### config.mk
export PLATFORM = sky130hd
export DESIGN_NAME = lsb_first_bit_packer_top_flat
export DESIGN_NICKNAME = d
export VERILOG_FILES = /design/src/rtl/core/lsbp_pkg.sv /design/src/rtl/core/lsbp_if.sv /design/src/rtl/core/lsbp_ctrl.sv /design/src/rtl/core/lsbp_datapath.sv /design/src/rtl/core/lsb_first_bit_packer_top.sv /design/src/flat_wrapper.sv
export VERILOG_INCLUDE_DIRS = /design/src /design/src/rtl/core
export SDC_FILE = /design/constraint.sdc
export NUM_CORES = 1
export LEC_CHECK = 0
export BUFFER_PORTS_ARGS = -buffer_cell sky130_fd_sc_hd__buf_2
export CORE_MARGIN = 2
export CORE_UTILIZATION = 40
export DETAILED_ROUTE_END_ITERATION = 7
export GPL_TIMING_DRIVEN = 0
export SLEW_MARGIN = 10
export SYNTH_ARGS = -nofsm -noshare
export SYNTH_HDL_FRONTEND = slang
export SYNTH_HIERARCHICAL = 1
export SYNTH_SLANG_ARGS = --single-unit
### constraint.sdc
create_clock -name clk -period 2.85 [get_ports clk]
set_input_delay 0.57 -clock clk [delete_from_list [all_inputs] [get_ports clk]]
set_output_delay 0.57 -clock clk [all_outputs]
set_load 0.1 [all_outputs]
### src/rtl/core/assert_macros.svh
// assertion helpers shared by the packer modules
`ifndef ASSERT_MACROS_SVH
`define ASSERT_MACROS_SVH

// consequence must hold in the same cycle as the antecedent
`define ASSERT_SAME(lbl, clk, rst_n, ante, cons) \
	lbl: assert property (@(posedge clk) disable iff (!rst_n) (ante) |-> (cons)) \
		else $error("assertion failed: same-cycle check");

// consequence must hold in the cycle after the antecedent
`define ASSERT_NEXT(lbl, clk, rst_n, ante, cons) \
	lbl: assert property (@(posedge clk) disable iff (!rst_n) (ante) |=> (cons)) \
		else $error("assertion failed: next-cycle check");

`endif

### src/rtl/core/lsbp_pkg.sv
package lsbp_pkg;

	// fixed field widths
	localparam int unsigned ACTION_W = 1;
	localparam int unsigned VALUE_W  = 32;
	localparam int unsigned WIDTH_W  = 6;
	localparam int unsigned BYTE_W   = 8;
	localparam int unsigned PEND_W   = 3;

	// action codes
	localparam logic [ACTION_W-1:0] ACT_APPEND = 1'b0;
	localparam logic [ACTION_W-1:0] ACT_ALIGN  = 1'b1;

	// controller states
	typedef enum logic [1:0] {
		ST_IDLE = 2'b01,
		ST_EMIT = 2'b10
	} state_t;

	// controller to datapath
	typedef struct packed {
		logic load;
		logic shift;
	} cmd_t;

	// datapath to controller
	typedef struct packed {
		logic has_bytes;
		logic last;
	} status_t;

endpackage

### src/rtl/core/lsbp_if.sv
// input item channel
interface lsbp_in_if;
	logic                                valid;
	logic                                ready;
	logic [lsbp_pkg::ACTION_W-1:0]       action;
	logic [lsbp_pkg::VALUE_W-1:0]        field_value;
	logic [lsbp_pkg::WIDTH_W-1:0]        field_width;

	modport source (output valid, action, field_value, field_width, input ready);
	modport sink (input valid, action, field_value, field_width, output ready);
endinterface

// output byte channel
interface lsbp_out_if;
	logic                              valid;
	logic                              ready;
	logic [lsbp_pkg::BYTE_W-1:0]       packed_byte;
	logic                              last_of_run;

	modport source (output valid, packed_byte, last_of_run, input ready);
	modport sink (input valid, packed_byte, last_of_run, output ready);
endinterface

### src/rtl/core/lsbp_ctrl.sv
`include "assert_macros.svh"

module lsbp_ctrl (
	input  logic              clk,
	input  logic              arst_n,
	input  logic              in_valid,
	input  logic              out_ready,
	input  lsbp_pkg::status_t status,
	output logic              in_ready,
	output logic              out_valid,
	output lsbp_pkg::cmd_t    cmd
);

	lsbp_pkg::state_t state_q;
	lsbp_pkg::state_t state_nxt;

	// handshake outputs follow the state register
	assign in_ready  = (state_q == lsbp_pkg::ST_IDLE);
	assign out_valid = (state_q == lsbp_pkg::ST_EMIT);
	assign cmd.load  = in_valid && in_ready;
	assign cmd.shift = out_valid && out_ready;

	// next state
	always_comb begin
		state_nxt = state_q;
		case (state_q)
			lsbp_pkg::ST_IDLE: begin
				if (cmd.load && status.has_bytes) begin
					state_nxt = lsbp_pkg::ST_EMIT;
				end
			end
			lsbp_pkg::ST_EMIT: begin
				if (cmd.shift && status.last) begin
					state_nxt = lsbp_pkg::ST_IDLE;
				end
			end
			default: begin
				state_nxt = lsbp_pkg::ST_IDLE;
			end
		endcase
	end

	always_ff @(posedge clk or negedge arst_n) begin
		if (!arst_n) begin
			state_q <= lsbp_pkg::ST_IDLE;
		end else begin
			state_q <= state_nxt;
		end
	end

	// an item that completes a byte must start emitting
	`ASSERT_NEXT(a_load_to_emit, clk, arst_n, cmd.load && status.has_bytes, out_valid)
	// an item that completes nothing leaves the block ready
	`ASSERT_NEXT(a_load_no_bytes, clk, arst_n, cmd.load && !status.has_bytes, in_ready)
	// final byte transfer returns to idle
	`ASSERT_NEXT(a_last_to_idle, clk, arst_n, cmd.shift && status.last, in_ready)

endmodule

### src/rtl/core/lsbp_datapath.sv
`include "assert_macros.svh"

module lsbp_datapath #(
	parameter int unsigned MAX_FIELD_BITS = 32
) (
	input  logic                              clk,
	input  logic                              arst_n,
	input  lsbp_pkg::cmd_t                    cmd,
	input  logic [lsbp_pkg::ACTION_W-1:0]     action,
	input  logic [lsbp_pkg::VALUE_W-1:0]      field_value,
	input  logic [lsbp_pkg::WIDTH_W-1:0]      field_width,
	output lsbp_pkg::status_t                 status,
	output logic [lsbp_pkg::BYTE_W-1:0]       packed_byte,
	output logic                              last_of_run
);

	localparam int unsigned ACC_W = MAX_FIELD_BITS + 7;
	localparam int unsigned VAL_W = (MAX_FIELD_BITS < lsbp_pkg::VALUE_W) ?
		MAX_FIELD_BITS : lsbp_pkg::VALUE_W;
	localparam int unsigned TOT_W = $clog2(ACC_W + 1);
	localparam int unsigned NB_W  = TOT_W - 3;

	logic [ACC_W-1:0]                acc_q;
	logic [lsbp_pkg::PEND_W-1:0]     cnt_q;
	logic [NB_W-1:0]                 rem_q;

	logic [lsbp_pkg::WIDTH_W-1:0]    eff_w;
	logic [VAL_W-1:0]                val_mask;
	logic [VAL_W-1:0]                val_lo;
	logic [ACC_W-1:0]                app_acc;
	logic [TOT_W-1:0]                total;
	logic [NB_W-1:0]                 nbytes;
	logic                            is_align;

	// saturate width and mask off value bits above it
	always_comb begin
		if (field_width > lsbp_pkg::WIDTH_W'(MAX_FIELD_BITS)) begin
			eff_w = lsbp_pkg::WIDTH_W'(MAX_FIELD_BITS);
		end else begin
			eff_w = field_width;
		end
		if (eff_w >= lsbp_pkg::WIDTH_W'(VAL_W)) begin
			val_mask = '1;
		end else begin
			val_mask = ({{(VAL_W-1){1'b0}}, 1'b1} << eff_w) - {{(VAL_W-1){1'b0}}, 1'b1};
		end
		val_lo = field_value[VAL_W-1:0] & val_mask;
	end

	// append after the pending bits
	assign app_acc  = acc_q | ({{(ACC_W-VAL_W){1'b0}}, val_lo} << cnt_q);
	assign total    = TOT_W'(cnt_q) + TOT_W'(eff_w);
	assign nbytes   = total[TOT_W-1:3];
	assign is_align = (action == lsbp_pkg::ACT_ALIGN);

	// status to controller
	assign status.has_bytes = is_align ? (cnt_q != '0) : (nbytes != '0);
	assign status.last      = (rem_q == NB_W'(1));

	// byte output comes straight from the accumulator
	assign packed_byte = acc_q[lsbp_pkg::BYTE_W-1:0];
	assign last_of_run = status.last;

	// accumulator, pending count and bytes left
	always_ff @(posedge clk or negedge arst_n) begin
		if (!arst_n) begin
			acc_q <= '0;
			cnt_q <= '0;
			rem_q <= '0;
		end else if (cmd.load) begin
			if (is_align) begin
				rem_q <= (cnt_q != '0) ? NB_W'(1) : '0;
				cnt_q <= '0;
			end else begin
				acc_q <= app_acc;
				cnt_q <= total[lsbp_pkg::PEND_W-1:0];
				rem_q <= nbytes;
			end
		end else if (cmd.shift) begin
			acc_q <= acc_q >> lsbp_pkg::BYTE_W;
			rem_q <= rem_q - NB_W'(1);
		end
	end

	// with no bytes left, nothing sits above the pending bits
	`ASSERT_SAME(a_pending_clean, clk, arst_n, rem_q == '0, (acc_q >> cnt_q) == ACC_W'(0))
	// a non-final transfer counts down by one
	`ASSERT_NEXT(a_rem_count, clk, arst_n, cmd.shift && !status.last, rem_q == $past(rem_q) - NB_W'(1))
	// transfers only while bytes are left
	`ASSERT_SAME(a_shift_has_rem, clk, arst_n, cmd.shift, rem_q != '0)

endmodule

### src/rtl/core/lsb_first_bit_packer_top.sv
// channel    dir  handshake     payload
// item_in    in   valid/ready   action, field_value, field_width
// byte_out   out  valid/ready   packed_byte, last_of_run
//
// an item is taken while item_in is ready, then its n bytes leave one per cycle while byte_out is ready,
// n = 0 .. (7 + MAX_FIELD_BITS) / 8 (0 .. 4 by default)
// the single accumulator register shifts one byte per transfer
// item_in is ready only while no bytes of the previous item remain
// byte_out stalls hold the accumulator and the byte count
// reset clears the pending bits and returns to idle

module lsb_first_bit_packer_top #(
	parameter int unsigned MAX_FIELD_BITS = 32
) (
	input  logic        clk,
	input  logic        arst_n,
	lsbp_in_if.sink     item_in,
	lsbp_out_if.source  byte_out
);

	lsbp_pkg::cmd_t    cmd;
	lsbp_pkg::status_t status;

	// sequencing
	lsbp_ctrl u_ctrl (
		.clk       (clk),
		.arst_n    (arst_n),
		.in_valid  (item_in.valid),
		.out_ready (byte_out.ready),
		.status    (status),
		.in_ready  (item_in.ready),
		.out_valid (byte_out.valid),
		.cmd       (cmd)
	);

	// bit accumulation and byte output
	lsbp_datapath #(
		.MAX_FIELD_BITS (MAX_FIELD_BITS)
	) u_datapath (
		.clk         (clk),
		.arst_n      (arst_n),
		.cmd         (cmd),
		.action      (item_in.action),
		.field_value (item_in.field_value),
		.field_width (item_in.field_width),
		.status      (status),
		.packed_byte (byte_out.packed_byte),
		.last_of_run (byte_out.last_of_run)
	);

endmodule

### src/flat_wrapper.sv
// flat-port wrapper written by rule: the top's interface ports become plain ports
module lsb_first_bit_packer_top_flat 
#(
	parameter int unsigned MAX_FIELD_BITS = 32
)
  (clk, arst_n, item_in_valid, item_in_action, item_in_field_value, item_in_field_width, item_in_ready, byte_out_valid, byte_out_packed_byte, byte_out_last_of_run, byte_out_ready);
  lsbp_in_if item_in_i ();
  lsbp_out_if byte_out_i ();
  input  logic clk;
  input  logic arst_n;
  input wire logic [$bits(item_in_i.valid)-1:0] item_in_valid;
  input wire logic [$bits(item_in_i.action)-1:0] item_in_action;
  input wire logic [$bits(item_in_i.field_value)-1:0] item_in_field_value;
  input wire logic [$bits(item_in_i.field_width)-1:0] item_in_field_width;
  output wire logic [$bits(item_in_i.ready)-1:0] item_in_ready;
  output wire logic [$bits(byte_out_i.valid)-1:0] byte_out_valid;
  output wire logic [$bits(byte_out_i.packed_byte)-1:0] byte_out_packed_byte;
  output wire logic [$bits(byte_out_i.last_of_run)-1:0] byte_out_last_of_run;
  input wire logic [$bits(byte_out_i.ready)-1:0] byte_out_ready;
  assign item_in_i.valid = item_in_valid;
  assign item_in_i.action = item_in_action;
  assign item_in_i.field_value = item_in_field_value;
  assign item_in_i.field_width = item_in_field_width;
  assign item_in_ready = item_in_i.ready;
  assign byte_out_valid = byte_out_i.valid;
  assign byte_out_packed_byte = byte_out_i.packed_byte;
  assign byte_out_last_of_run = byte_out_i.last_of_run;
  assign byte_out_i.ready = byte_out_ready;
  lsb_first_bit_packer_top #(.MAX_FIELD_BITS(MAX_FIELD_BITS)) u_core (.clk(clk), .arst_n(arst_n), .item_in(item_in_i), .byte_out(byte_out_i));
endmodule
Yosys cells after proc, flatten, opt, wreduce, memory -nomap -nowiden
Index checks and enable logic that the tools add are counted.
{ "totals": {"reg_bits": 47, "latch_bits": 0, "ramBits": 0, "mem_bits_ro": 0, "input_bits": 43, "out_inout_bits": 11, "word_cells": 42, "n_memories": 0} }
{ "op_classes": {"n_addsub": 3, "mul": 0, "div": 0, "n_lt_le_gt_ge": 2, "eq_ne": 6, "shift": 2, "n_mux": 14, "bitwise": 2, "reduce_logical": 9} }
{ "op_table": {"columns": ["cell", "count"], "rows": [
  ["$mux W39", 3],
  ["$or A39 B39 Y39", 1],
  ["$shl A32 B3 Y39", 1],
  ["$and A32 B32 Y32", 1],
  ["$mux W32", 1],
  ["$shl A1 B6 Y32 const A", 1],
  ["$sub A32 B1 Y32 const B", 1],
  ["$mux W3", 4],
  ["$add A3 B6 Y6", 1],
  ["$ge A6 B6 Y1 const B", 1],
  ["$gt A6 B6 Y1 const B", 1],
  ["$mux W6", 1],
  ["$reduce_bool A3 Y1", 2],
  ["$logic_and A1 B1 Y1", 4],
  ["$mux W2", 2],
  ["$ne A2 B1 Y1 const B", 2],
  ["$pmux W2 S2", 1],
  ["$reduce_and A2 Y1", 2],
  ["$eq A3 B1 Y1 const B", 1],
  ["$sub A3 B1 Y3 const B", 1],
  ["$eq A2 B1 Y1 const B", 1],
  ["$eq A2 B2 Y1 const B", 1],
  ["$mux W1", 2],
  ["$ne A2 B2 Y1 const B", 1],
  ["$reduce_bool A2 Y1", 1]
]} }

Logic depth before layout (Yosys ltp)
{ "logic_depth": {"depth_word": 10, "mapped_depth": 14, "ltp_nobuf": 10} }

Hierarchy
The synthesis kept the hierarchy.
{ "by_module_without_submodules": {"columns": ["module", "instances", "cells_each", "area_each_um2", "seq_area_each_um2"], "rows": [
  ["lsbp_datapath", 1, 594, 4591.9, 1126.1],
  ["lsbp_ctrl", 1, 9, 116.4, 51.3]
]} }

Worst setup path before layout
No wires, ideal clock.
{ "synth_timing": {"path_type": "input -> register", "from": "input item_in_field_width[5]", "to": "register u_core.u_datapath.acc_q[9]", "setup_time_ns": 0.121, "t_arrival_ns": 3.140, "required_ns": 2.729, "setup_slack_ns": -0.411, "cell_stages": 13, "n_path_buf": 3, "path_cell_list": "clkbuf_1 buf_2 nor2b_1 nand3_1 ha_1 clkbuf_2 nand3b_1 a2111oi_0 a311oi_1 mux2_2 mux4_2 o21a_1 o22a_1"} }
{ "synth_via": {"elab_chain_cells": 10, "elab_cells_between_ends": 11, "classes_between": "add/sub: 1; order compare: 2; shift: 2; mux: 4; bitwise: 2"} }
{ "synth_rtl": {"columns": ["element", "line", "rtl"], "rows": [
  ["from (decl)", "flat_wrapper.sv:14", "input wire logic [$bits(item_in_i.field_width)-1:0] item_in_field_width;"],
  ["$gt A6 B6 Y1", "lsbp_datapath.sv:37", "if (field_width > lsbp_pkg::WIDTH_W'(MAX_FIELD_BITS)) begin"],
  ["$mux W6 *", "lsbp_datapath.sv:37", null],
  ["$shl A1 B6 Y32", "lsbp_datapath.sv:45", "val_mask = ({{(VAL_W-1){1'b0}}, 1'b1} << eff_w) - {{(VAL_W-1){1'b0}}, 1'b1};"],
  ["$sub A32 B1 Y32", "lsbp_datapath.sv:45", null],
  ["$mux W32 *", "lsbp_datapath.sv:42", "if (eff_w >= lsbp_pkg::WIDTH_W'(VAL_W)) begin"],
  ["$and A32 B32 Y32 *", "lsbp_datapath.sv:47", "val_lo = field_value[VAL_W-1:0] & val_mask;"],
  ["$shl A32 B3 Y39 *", "lsbp_datapath.sv:51", "assign app_acc = acc_q | ({{(ACC_W-VAL_W){1'b0}}, val_lo} << cnt_q);"],
  ["$or A39 B39 Y39 *", "lsbp_datapath.sv:51", null],
  ["$mux W39 *", "lsbp_datapath.sv:71", "if (is_align) begin"],
  ["$mux W39 *", "lsbp_datapath.sv:70", "end else if (cmd.load) begin"],
  ["to (signal assigned)", "lsbp_datapath.sv:75", "acc_q <= app_acc;"],
  ["to (signal assigned)", "lsbp_datapath.sv:80", "acc_q <= acc_q >> lsbp_pkg::BYTE_W;"],
  ["to (decl)", "lsbp_datapath.sv:23", "logic [ACC_W-1:0] acc_q;"]
]} }
Mark *: on every way between the ends. The rest lies on a longest branch, timed or not. The select of a mux whose other input is x is not followed.
A chain may end at the register's enable or synchronous reset.

Final worst setup path
{ "layout_timing": {"from": "input item_in_field_width[0]", "to": "register u_core.u_datapath.acc_q[9]"} }
Same word-level chain as after synthesis.

==> run metrics <==
pwr dens=roughly 930 mW/mm2; initial drt markers=between 600 and 700; first-pass GRT wire length=28800 um; vias in the first global route=5202; top_reg_cell synth=dfrtp_1; Area growth syn-to-layout=24.4%; TritonCTS clock tree=yes; fraction of layout cells with a size suffix above 1=between 20% and 30%; Syn Nets=~650; DIE AREA=0.0127 mm2; Final GP Congestion=0.986; worst hold path class=primary input to register; DRC viols=0; Slew Viols, Final=0; Seq pwr share=22.0%; DR pass1 iterations=6; initial antenna violation count=0; final design utilization=51.1%; post-route ant nets=0; clk_skew=~0.0069 ns; Net Sw Frac=52.8%; CTS Buf Count=5; Rows=39; setup violators final=9; Synth Register Bits=47; H-tree depth=2; Routed WL per cell=22.6 um; required time of the critical path=3.03 ns; IO Port Bufs=50; Root Driver=clkbuf_16; status=finished with violations; Clock Latency Late Sink=slightly below 0.3 ns; Ys Warns=6; Die Span Y=112 um; Psw=approximately 2.9 mW; slack of the critical path=-0.0953 ns; CP Max Fanout=10; CP startpoint kind=primary input; number of synthesized flops with an enable pin=0; unrepaired setup endpoints after global routing=true; vias post-DR=between 5k and 6k; post-DP HPWL=14000 um; GRT overflow=0; post-synthesis sequential area ratio=roughly a quarter; clock share of power=12.8%; largest net degree at the start of global routing=48; Critical Path Sink Type=register; failing checks=negative setup slack; Tmin final=2.95 ns; final hold violations=0; Initial Utilization=between 40% and 50%; clock slew at reported path FFs=0.07 ns; kind of critical path=primary input to register; static leakage=2.28 nW; Cell variety after synth=87; DR vias/cell=roughly 6.6; core area=0.0115 mm2; crit share post-route=103%; Nets=723; Pwr Total=5.43 mW; Fin Setup TNS=-0.386 ns; Max-cap violations=0; Ports=54; Tightest Pin Transition=1.09 ns; CTS Sinks=47; gr usage total=29.1%; Clock Tree Buf Depth=2; Internal=~2.6 mW; async set-reset flop share out of synthesis=100%; FF-to-FF setup slack=-0.05 ns; Worst slew margin=27.5%; CP arrival=3.12 ns; diode count=0; synthesized area per cell=7.81 um2; maximum clock frequency=340 MHz; fillcell total=1122; worst vdd ir=646 uV; Place WS=-0.664 ns; Cells after Synth=603; power share of the combinational group=65.2%; final wirelength=18500 um; Die W=between 100 and 150 um; Mapped Area=about 0.0047 mm2
-- cell usage after synthesis (all sizes together), types with 9 or more instances --
cell type / n / area share (%)
a211oi: 17 / 3.1
and2: 9 / 1.2
mux2i: 15 / 3.2
nor3: 13 / 1.5
dfrtp: 46 / 24
inv: 24 / 1.9
o211ai: 14 / 2.2
nand2b: 10 / 1.3
nand3: 11 / 1.2
nor2: 48 / 3.8
clkbuf: 41 / 3.3
buf: 27 / 3.3
nand2: 48 / 3.8
o22ai: 21 / 2.8
a31oi: 16 / 2.1
a21oi: 28 / 3.0
or3: 14 / 1.9
o21ai: 45 / 4.8
-- placed cells by master (no fill, tap or decap), drive strengths merged, types with 9 or more instances in the layout --
master,instances
a31oi,16
clkbuf,44
or3,14
o21ai,45
o211ai,14
and2,9
a21oi,28
mux2i,15
nand3,11
buf,93
nand2,48
dfrtp,46
nor2,48
nand2b,10
a211oi,17
nor3,13
o22ai,21
inv,25
-- cell families after synthesis --
family / share of synthesized area [%]
AOI/OAI and AO/OA: 34.5
buffers and inverters: 8.72
and+or+nand+nor: 21.9
xor gates and xnor gates: 1.12
muxes: 7.02
DFF: 25.0
adders and majority gates: 1.75
-- power by group through the flow --
stage | sequential (mW) | clock (mW) | combinational, mW
5_1_grt | 1.23 | 0.727 | 3.76
3_3_place_gp | 1.17 | 0 | 3.27
3_5_place_dp | 1.17 | 0 | 3.28
6_report | 1.19 | 0.694 | 3.54
2_1_floorplan | 1.11 | 0 | 2.44
4_1_cts | 1.18 | 0.705 | 3.36
-- layer usage --
layer	vias to the layer above	routed length (um)	track usage, %
met4	0	553	8.29
li1	2400	-	-
met1	2593	7960	42.0
met3	43	1830	5.62
met5	-	0	0
met2	367	8170	44.6
-- through the flow --
stage | hold WS, ns | instance area (um2) | instances
floorplan | 0.274 | 4830 | 603
global placement | 0.480 | 5260 | 796
detailed placement | 0.490 | 5260 | 796
CTS | 0.473 | 5710 | 813
global route | 0.479 | 5860 | 818
finish | 0.475 | 5860 | 818
-- timing repair --
action,4_1_cts,5_1_grt
pin swaps,13,18
setup endpoints to repair,41,38
hold endpoints to repair,0,0
setup buffers,11,5
resized for setup,40,25
hold buffers,0,0
-- final cells by class --
class                      count  area [um2]  area share (%)
timing repair buffer          66         393            6.71
clock inverter                 3        46.3           0.791
inverter                      27         103            1.75
sequential                    47        1180            20.1
multi-input combinational    461        3410            58.2
tap                          143         179            3.06
clock buffer                   5         125            2.14
buffer                        66         425            7.26
-- critical path, stage by stage --
cell,delay [ns]
buf_8,0.10
buf_8,0.12
clkbuf_16,0.14
nor2b_4,0.13
nand3_2,0.07
ha_4,0.20
clkbuf_4,0.24
nor4_2,0.08
a211oi_2,0.40
o22ai_2,0.19
mux4_2,0.50
o21a_1,0.21
o22a_1,0.18
-- final timing paths --
check	start	endpoint	cells past startpoint
hold reg to reg	u_core/u_datapath/acc_q[1]$_DFFE_PN0P_	u_core/u_datapath/acc_q[1]$_DFFE_PN0P_	1
setup reg to reg	u_core/u_datapath/cnt_q[0]$_DFFE_PN0P_	u_core/u_ctrl/state_q[1]$_DFFE_PN0P_	11
hold / removal	item_in_valid	u_core/u_ctrl/state_q[0]$_DFFE_PN1P_	2
min in group asynchronous	arst_n	u_core/u_datapath/rem_q[0]$_DFFE_PN0P_	1
max in group asynchronous	arst_n	u_core/u_datapath/acc_q[14]$_DFFE_PN0P_	1
setup / recovery	item_in_field_width[0]	u_core/u_datapath/acc_q[9]$_DFFE_PN0P_	13
-- registers in the layout, summed over array words and instances, names as in the netlist --
signal,flops
u_core/u_datapath/acc_q,39
u_core/u_datapath/cnt_q,3
u_core/u_datapath/rem_q,3
u_core/u_ctrl/state_q,2
Power figures use the tool's default switching activity.
